**config.mk**
```make
export PLATFORM = sky130hd
export DESIGN_NAME = emst_sqrt
export DESIGN_NICKNAME = d
export VERILOG_FILES = /design/src/hdl/emst_pkg.sv /design/src/hdl/emst_sqrt.sv
export SDC_FILE = /design/constraint.sdc
export NUM_CORES = 1
export LEC_CHECK = 0
export ABC_CLOCK_PERIOD_IN_PS = 2800
export BUFFER_PORTS_ARGS = -buffer_cell sky130_fd_sc_hd__buf_2
export CORE_MARGIN = 2
export CORE_UTILIZATION = 35
export CTS_BUF_LIST = sky130_fd_sc_hd__clkbuf_16
export DETAILED_ROUTE_END_ITERATION = 12
export PLACE_DENSITY = 0.59
export SYNTH_ARGS = -nofsm -noshare
export SYNTH_HDL_FRONTEND = slang
export SYNTH_SLANG_ARGS = --single-unit
```
**constraint.sdc**
```tcl
create_clock -name clk -period 2.8 [get_ports clk]
set_input_delay 0.14 -clock clk [delete_from_list [all_inputs] [get_ports clk]]
set_output_delay 0.14 -clock clk [all_outputs]
set_load 0.05 [all_outputs]
```
**src/hdl/emst_pkg.sv**
```systemverilog
// Package for the Euclidean MST length block: beat types, sizes, FSM states.
// No dependencies.
package emst_pkg;

    localparam int MAX_POINTS = 256;
    localparam int COORD_BITS = 16;
    localparam int FRAC_BITS  = 16;
    localparam int IDX_BITS   = $clog2(MAX_POINTS);
    localparam int CNT_BITS   = $clog2(MAX_POINTS + 1);
    localparam int DIFF_BITS  = COORD_BITS + 1;
    localparam int SQ_BITS    = 2 * DIFF_BITS + 1;
    localparam int SUM_BITS   = 41;
    localparam int RAD_BITS   = SQ_BITS + 2 * FRAC_BITS;
    localparam int ROOT_BITS  = (RAD_BITS + 1) / 2;
    localparam int RAD_PAD    = 2 * ROOT_BITS;

    typedef struct packed {
        logic signed [15:0] x_coord;
        logic signed [15:0] y_coord;
        logic               last_point;
    } in_beat_t;

    typedef struct packed {
        logic [40:0] total_length;
        logic        points_dropped;
    } out_beat_t;

    typedef enum logic [3:0] {
        ST_LOAD,
        ST_INIT_RD,
        ST_INIT_WR,
        ST_SCAN_RD,
        ST_SCAN_CMP,
        ST_SQRT_GO,
        ST_SQRT_WAIT,
        ST_UPD_RD,
        ST_UPD_WR,
        ST_DONE
    } state_t;

endpackage

```
**src/hdl/emst_sqrt.sv**
```systemverilog
// Bit-serial integer square root, one result bit per cycle.
// Depends on emst_pkg.
module emst_sqrt (
    input  logic                             clk,
    input  logic                             rst_n,
    input  logic                             go,
    input  logic [emst_pkg::SQ_BITS-1:0]     sq,
    output logic                             done,
    output logic [emst_pkg::ROOT_BITS-1:0]   root
);
    localparam int RB = emst_pkg::ROOT_BITS;
    localparam int CB = $clog2(RB + 1);

    logic [emst_pkg::RAD_PAD-1:0] rad_reg, rad_next;
    logic [RB+1:0]                rem_reg, rem_next;
    logic [RB-1:0]                root_reg, root_next;
    logic [CB-1:0]                cnt_reg, cnt_next;
    logic                         busy_reg, busy_next;
    logic                         done_reg, done_next;
    logic [RB+1:0]                shifted, trial;

    always_comb
    begin
        shifted   = {rem_reg[RB-1:0], rad_reg[emst_pkg::RAD_PAD-1 -: 2]};
        trial     = {root_reg, 2'b01};
        rad_next  = rad_reg;
        rem_next  = rem_reg;
        root_next = root_reg;
        cnt_next  = cnt_reg;
        busy_next = busy_reg;
        done_next = 1'b0;
        if (go)
        begin
            rad_next  = emst_pkg::RAD_PAD'({sq, {(2 * emst_pkg::FRAC_BITS){1'b0}}});
            rem_next  = '0;
            root_next = '0;
            cnt_next  = CB'(RB);
            busy_next = 1'b1;
        end
        else if (busy_reg)
        begin
            rad_next = {rad_reg[emst_pkg::RAD_PAD-3:0], 2'b00};
            if (shifted >= trial)
            begin
                rem_next  = shifted - trial;
                root_next = {root_reg[RB-2:0], 1'b1};
            end
            else
            begin
                rem_next  = shifted;
                root_next = {root_reg[RB-2:0], 1'b0};
            end
            cnt_next = cnt_reg - 1'b1;
            if (cnt_reg == CB'(1))
            begin
                busy_next = 1'b0;
                done_next = 1'b1;
            end
        end
    end

    always_ff @(posedge clk or negedge rst_n)
    begin
        if (!rst_n)
        begin
            busy_reg <= 1'b0;
            done_reg <= 1'b0;
            cnt_reg  <= '0;
        end
        else
        begin
            busy_reg <= busy_next;
            done_reg <= done_next;
            cnt_reg  <= cnt_next;
        end
    end

    always_ff @(posedge clk)
    begin
        rad_reg  <= rad_next;
        rem_reg  <= rem_next;
        root_reg <= root_next;
    end

    assign done = done_reg;
    assign root = root_reg;
endmodule

```
==> run_results.csv <==
group,metric,value,unit
status,status,"finished, violations left",
status,failed_checks,"setup timing",
routing,initialDrtViolationCount,282,
timing,drv_slew,0,
placed_design,hpwlAfterDp,11.0,mm
logic_synthesis,netlist-cell-type-count,65,
worst_setup_path,cp_num_cells,10,
timing,fin_ws,-19.4,ps
final_layout,utilization,0.438,
timing,final-hold-violation-count,0,
die,start_util,0.355,
routing,postRouteAntennaNets,0,
timing,period_share,1.01,
routing,drt_wl_total,15.5,mm
logic_synthesis,synth_edf_count,35,
logic_synthesis,postSynthAreaPerCell,9.58,um2
cts,ctsHtreeMaxLevel,3,
worst_setup_path,start_kind,"flip-flop",
global_routing,overflow,0,
logic_synthesis,yosysWarnings,0,
global_routing,antenna_found_initial,2,
logic_synthesis,yosys_register_bits,112,
pwr,ir_drop,0.484,mV
cts,cts_buffer_depth,2,
routing,route.detailed.drc,0,
job,drv_cap,0,
worst_setup_path,end_kind,"flip-flop",
die,chipHeight,141,um
min_path,hold_path.class,"input port to flip-flop",
placed_design,place_area,7550,um2
die,coreArea,18600,um2
pwr,p_per_area,1110,nW/um2
pwr,leakage,3.70,nW
worst_setup_path,cpPeakStageDelay,390,ps
placed_design,io_buffers,72,
die,rows,50,
logic_synthesis,syn_nets,766,
logic_synthesis,synthFlopType,"dfxtp_1",
final_layout,fin_area,8170,um2
final_layout,final_cell_mix,"nor2_1, buf_2, mux2i_1, buf_4, inv_1",
die,dieArea,20000,um2
timing,min_period,2820,ps
cts,numCtsBuffers,9,
timing,max_freq,355,MHz
routing,vias_per_cell,5.14,
worst_setup_path,worstPathMaxFanout,4,
cts,clock_latency,370,ps
final_layout,nNetsFinal,873,
cts,clkTransAtPathRegs,80,ps
routing,num_vias,5322,
placed_design,place_congestion,0.916,
logic_synthesis,syn-instance-count,690,
worst_setup_path,worstPathArrival,3070,ps
logic_synthesis,yosys.area.top_type,"dfxtp_1",
worst_setup_path,worstPathCellList,"inv_1 -> ha_1 -> a21o_1 -> a21o_1 -> a221oi_2 -> o311ai_2 -> nor3b_4 -> nor2_2 -> and4_1 -> or3_1",
timing,slew_headroom,0.440,
logic_synthesis,async_reset_ff_frac,0.0714,
worst_setup_path,crit_required,3050,ps
final_layout,final_common_cell,"nor2_1",
global_routing,grt_pass1_wl,25.4,mm
worst_setup_path,worstRegToRegCells,10,
final_layout,largest_reg_flops,36,
logic_synthesis,yosys.area.top_type_share,0.209,
worst_setup_path,slowest_stage,"a221oi_2",
cts,cts_tree,"yes",
routing,wl_per_cell,14.9,um
final_layout,n_antenna_cell,0,
global_routing,grt.total_usage,0.156,
die,io_pins,73,
final_layout,drive_above_1_share,0.327,
min_path,hold_depth,2,
worst_setup_path,cp_top_family,"simple AND/OR/NAND/NOR gates",
worst_setup_path,path_buf_inv,1,
timing,rsz0062_at_grt,"yes",
logic_synthesis,syn-cell-area,6610,um2
timing,finalSetupViolations,1,
routing,drtPass1Iterations,5,
cts,cts_root_buf,"clkbuf_16",
worst_setup_path,crit_top_cell,"a21o_1",
cts,cts_sinks,112,
final_layout,syn2layout_area_growth,23.7,%
global_routing,grt_max_degree,73,
worst_setup_path,crit_type,"flip-flop to flip-flop",
timing,clock_skew,9.28,ps
global_routing,first_global_vias,5147,
timing,worstMarginPinSlew,840,ps
logic_synthesis,ys_seq_area_frac,0.398,
final_layout,fillers,1825,
die,dieWidth,141,um
logic_synthesis,synth_area_leaders,"dfxtp_1, edfxtp_1, mux2i_1",
-- power breakdown --
group / switching (W) / internal, W / leakage [nW]
registers: 0.000174 / 0.00193 / 1.05
clock network: 0.000619 / 0.000779 / 0.157
logic: 0.00275 / 0.00282 / 2.49
-- per-stage QoR --
stage / cells / hold slack, ps / TNS (ps) / total power [W] / setup WS [ps]
4_1_cts: 1031 / 49.7 / -42.0 / 0.00860 / -42.0
3_5_place_dp: 1013 / -7.38 / -67.7 / 0.00706 / -49.1
3_3_place_gp: 1013 / -3.60 / -117 / 0.00706 / -66.8
2_1_floorplan: 690 / -156 / -41.3 / 0.00580 / -41.3
6_report: 1036 / 59.2 / -19.4 / 0.00907 / -19.4
5_1_grt: 1036 / 62.1 / -1710 / 0.00975 / -139
-- cell usage after synthesis, types with 6 or more instances --
master,number
ha_1,38
xor2_1,10
nor3_1,11
a21o_1,24
a211oi_1,24
inv_1,43
edfxtp_1,35
nand2_1,36
nor2_1,86
dfrtp_1,8
nand3_1,8
o211ai_1,7
xnor2_1,22
mux2_2,35
clkbuf_1,22
a21oi_1,37
dfxtp_1,69
o21ai_0,22
nand2b_1,6
mux2i_1,55
-- area by class of cell --
cell class | count | area, um2 | share of cell area
Inverter | 44 | 165 | 0.0202
Clock inverter | 7 | 87.6 | 0.0107
Sequential cell | 112 | 2690 | 0.329
Clock buffer | 9 | 225 | 0.0276
Tap cell | 234 | 293 | 0.0358
Multi-Input combinational cell | 500 | 3880 | 0.474
Timing Repair Buffer | 130 | 838 | 0.103
-- cell families after synthesis --
logic type | count (synthesis) | share of synthesized area
flops | 112 | 0.398
fa+ha+maj | 38 | 0.0719
xor+xnor | 32 | 0.0424
buf+inv | 79 | 0.0500
compound gates | 158 | 0.166
mux | 91 | 0.145
simple gates | 180 | 0.127
-- repair_timing --
item	CTS	global route
resized for setup	9	41
pin swaps	3	20
hold endpoints to repair	8	0
hold buffers	1	0
setup endpoints to repair	5	34
cloned	0	2
buffers inserted	1	3
-- path summary, 6_finish.rpt --
check / startpoint / to / slack (ps)
setup / recovery: root[27] / rem_reg[33] / -20
hold / removal: sq[0] / rad_reg[32] / 60
setup reg to reg: root[27] / rem_reg[33] / -20
hold reg to reg: rad_reg[65] / rad_reg[67] / 480
max in group asynchronous: rst_n / busy_reg / 2470
min in group asynchronous: rst_n / cnt_reg[4] / 140
-- layer usage --
layer | share of wire | track usage | vias up | routed length, um
li1 | - | - | 2704 | -
met1 | 0.48 | 0.204 | 2479 | 7460
met2 | 0.44 | 0.249 | 114 | 6870
met3 | 0.057 | 0.0486 | 21 | 885
met4 | 0.016 | 0.0442 | 4 | 241
met5 | 0.0012 | 0 | - | 18
No activity file was read; power rests on OpenSTA's default activity.
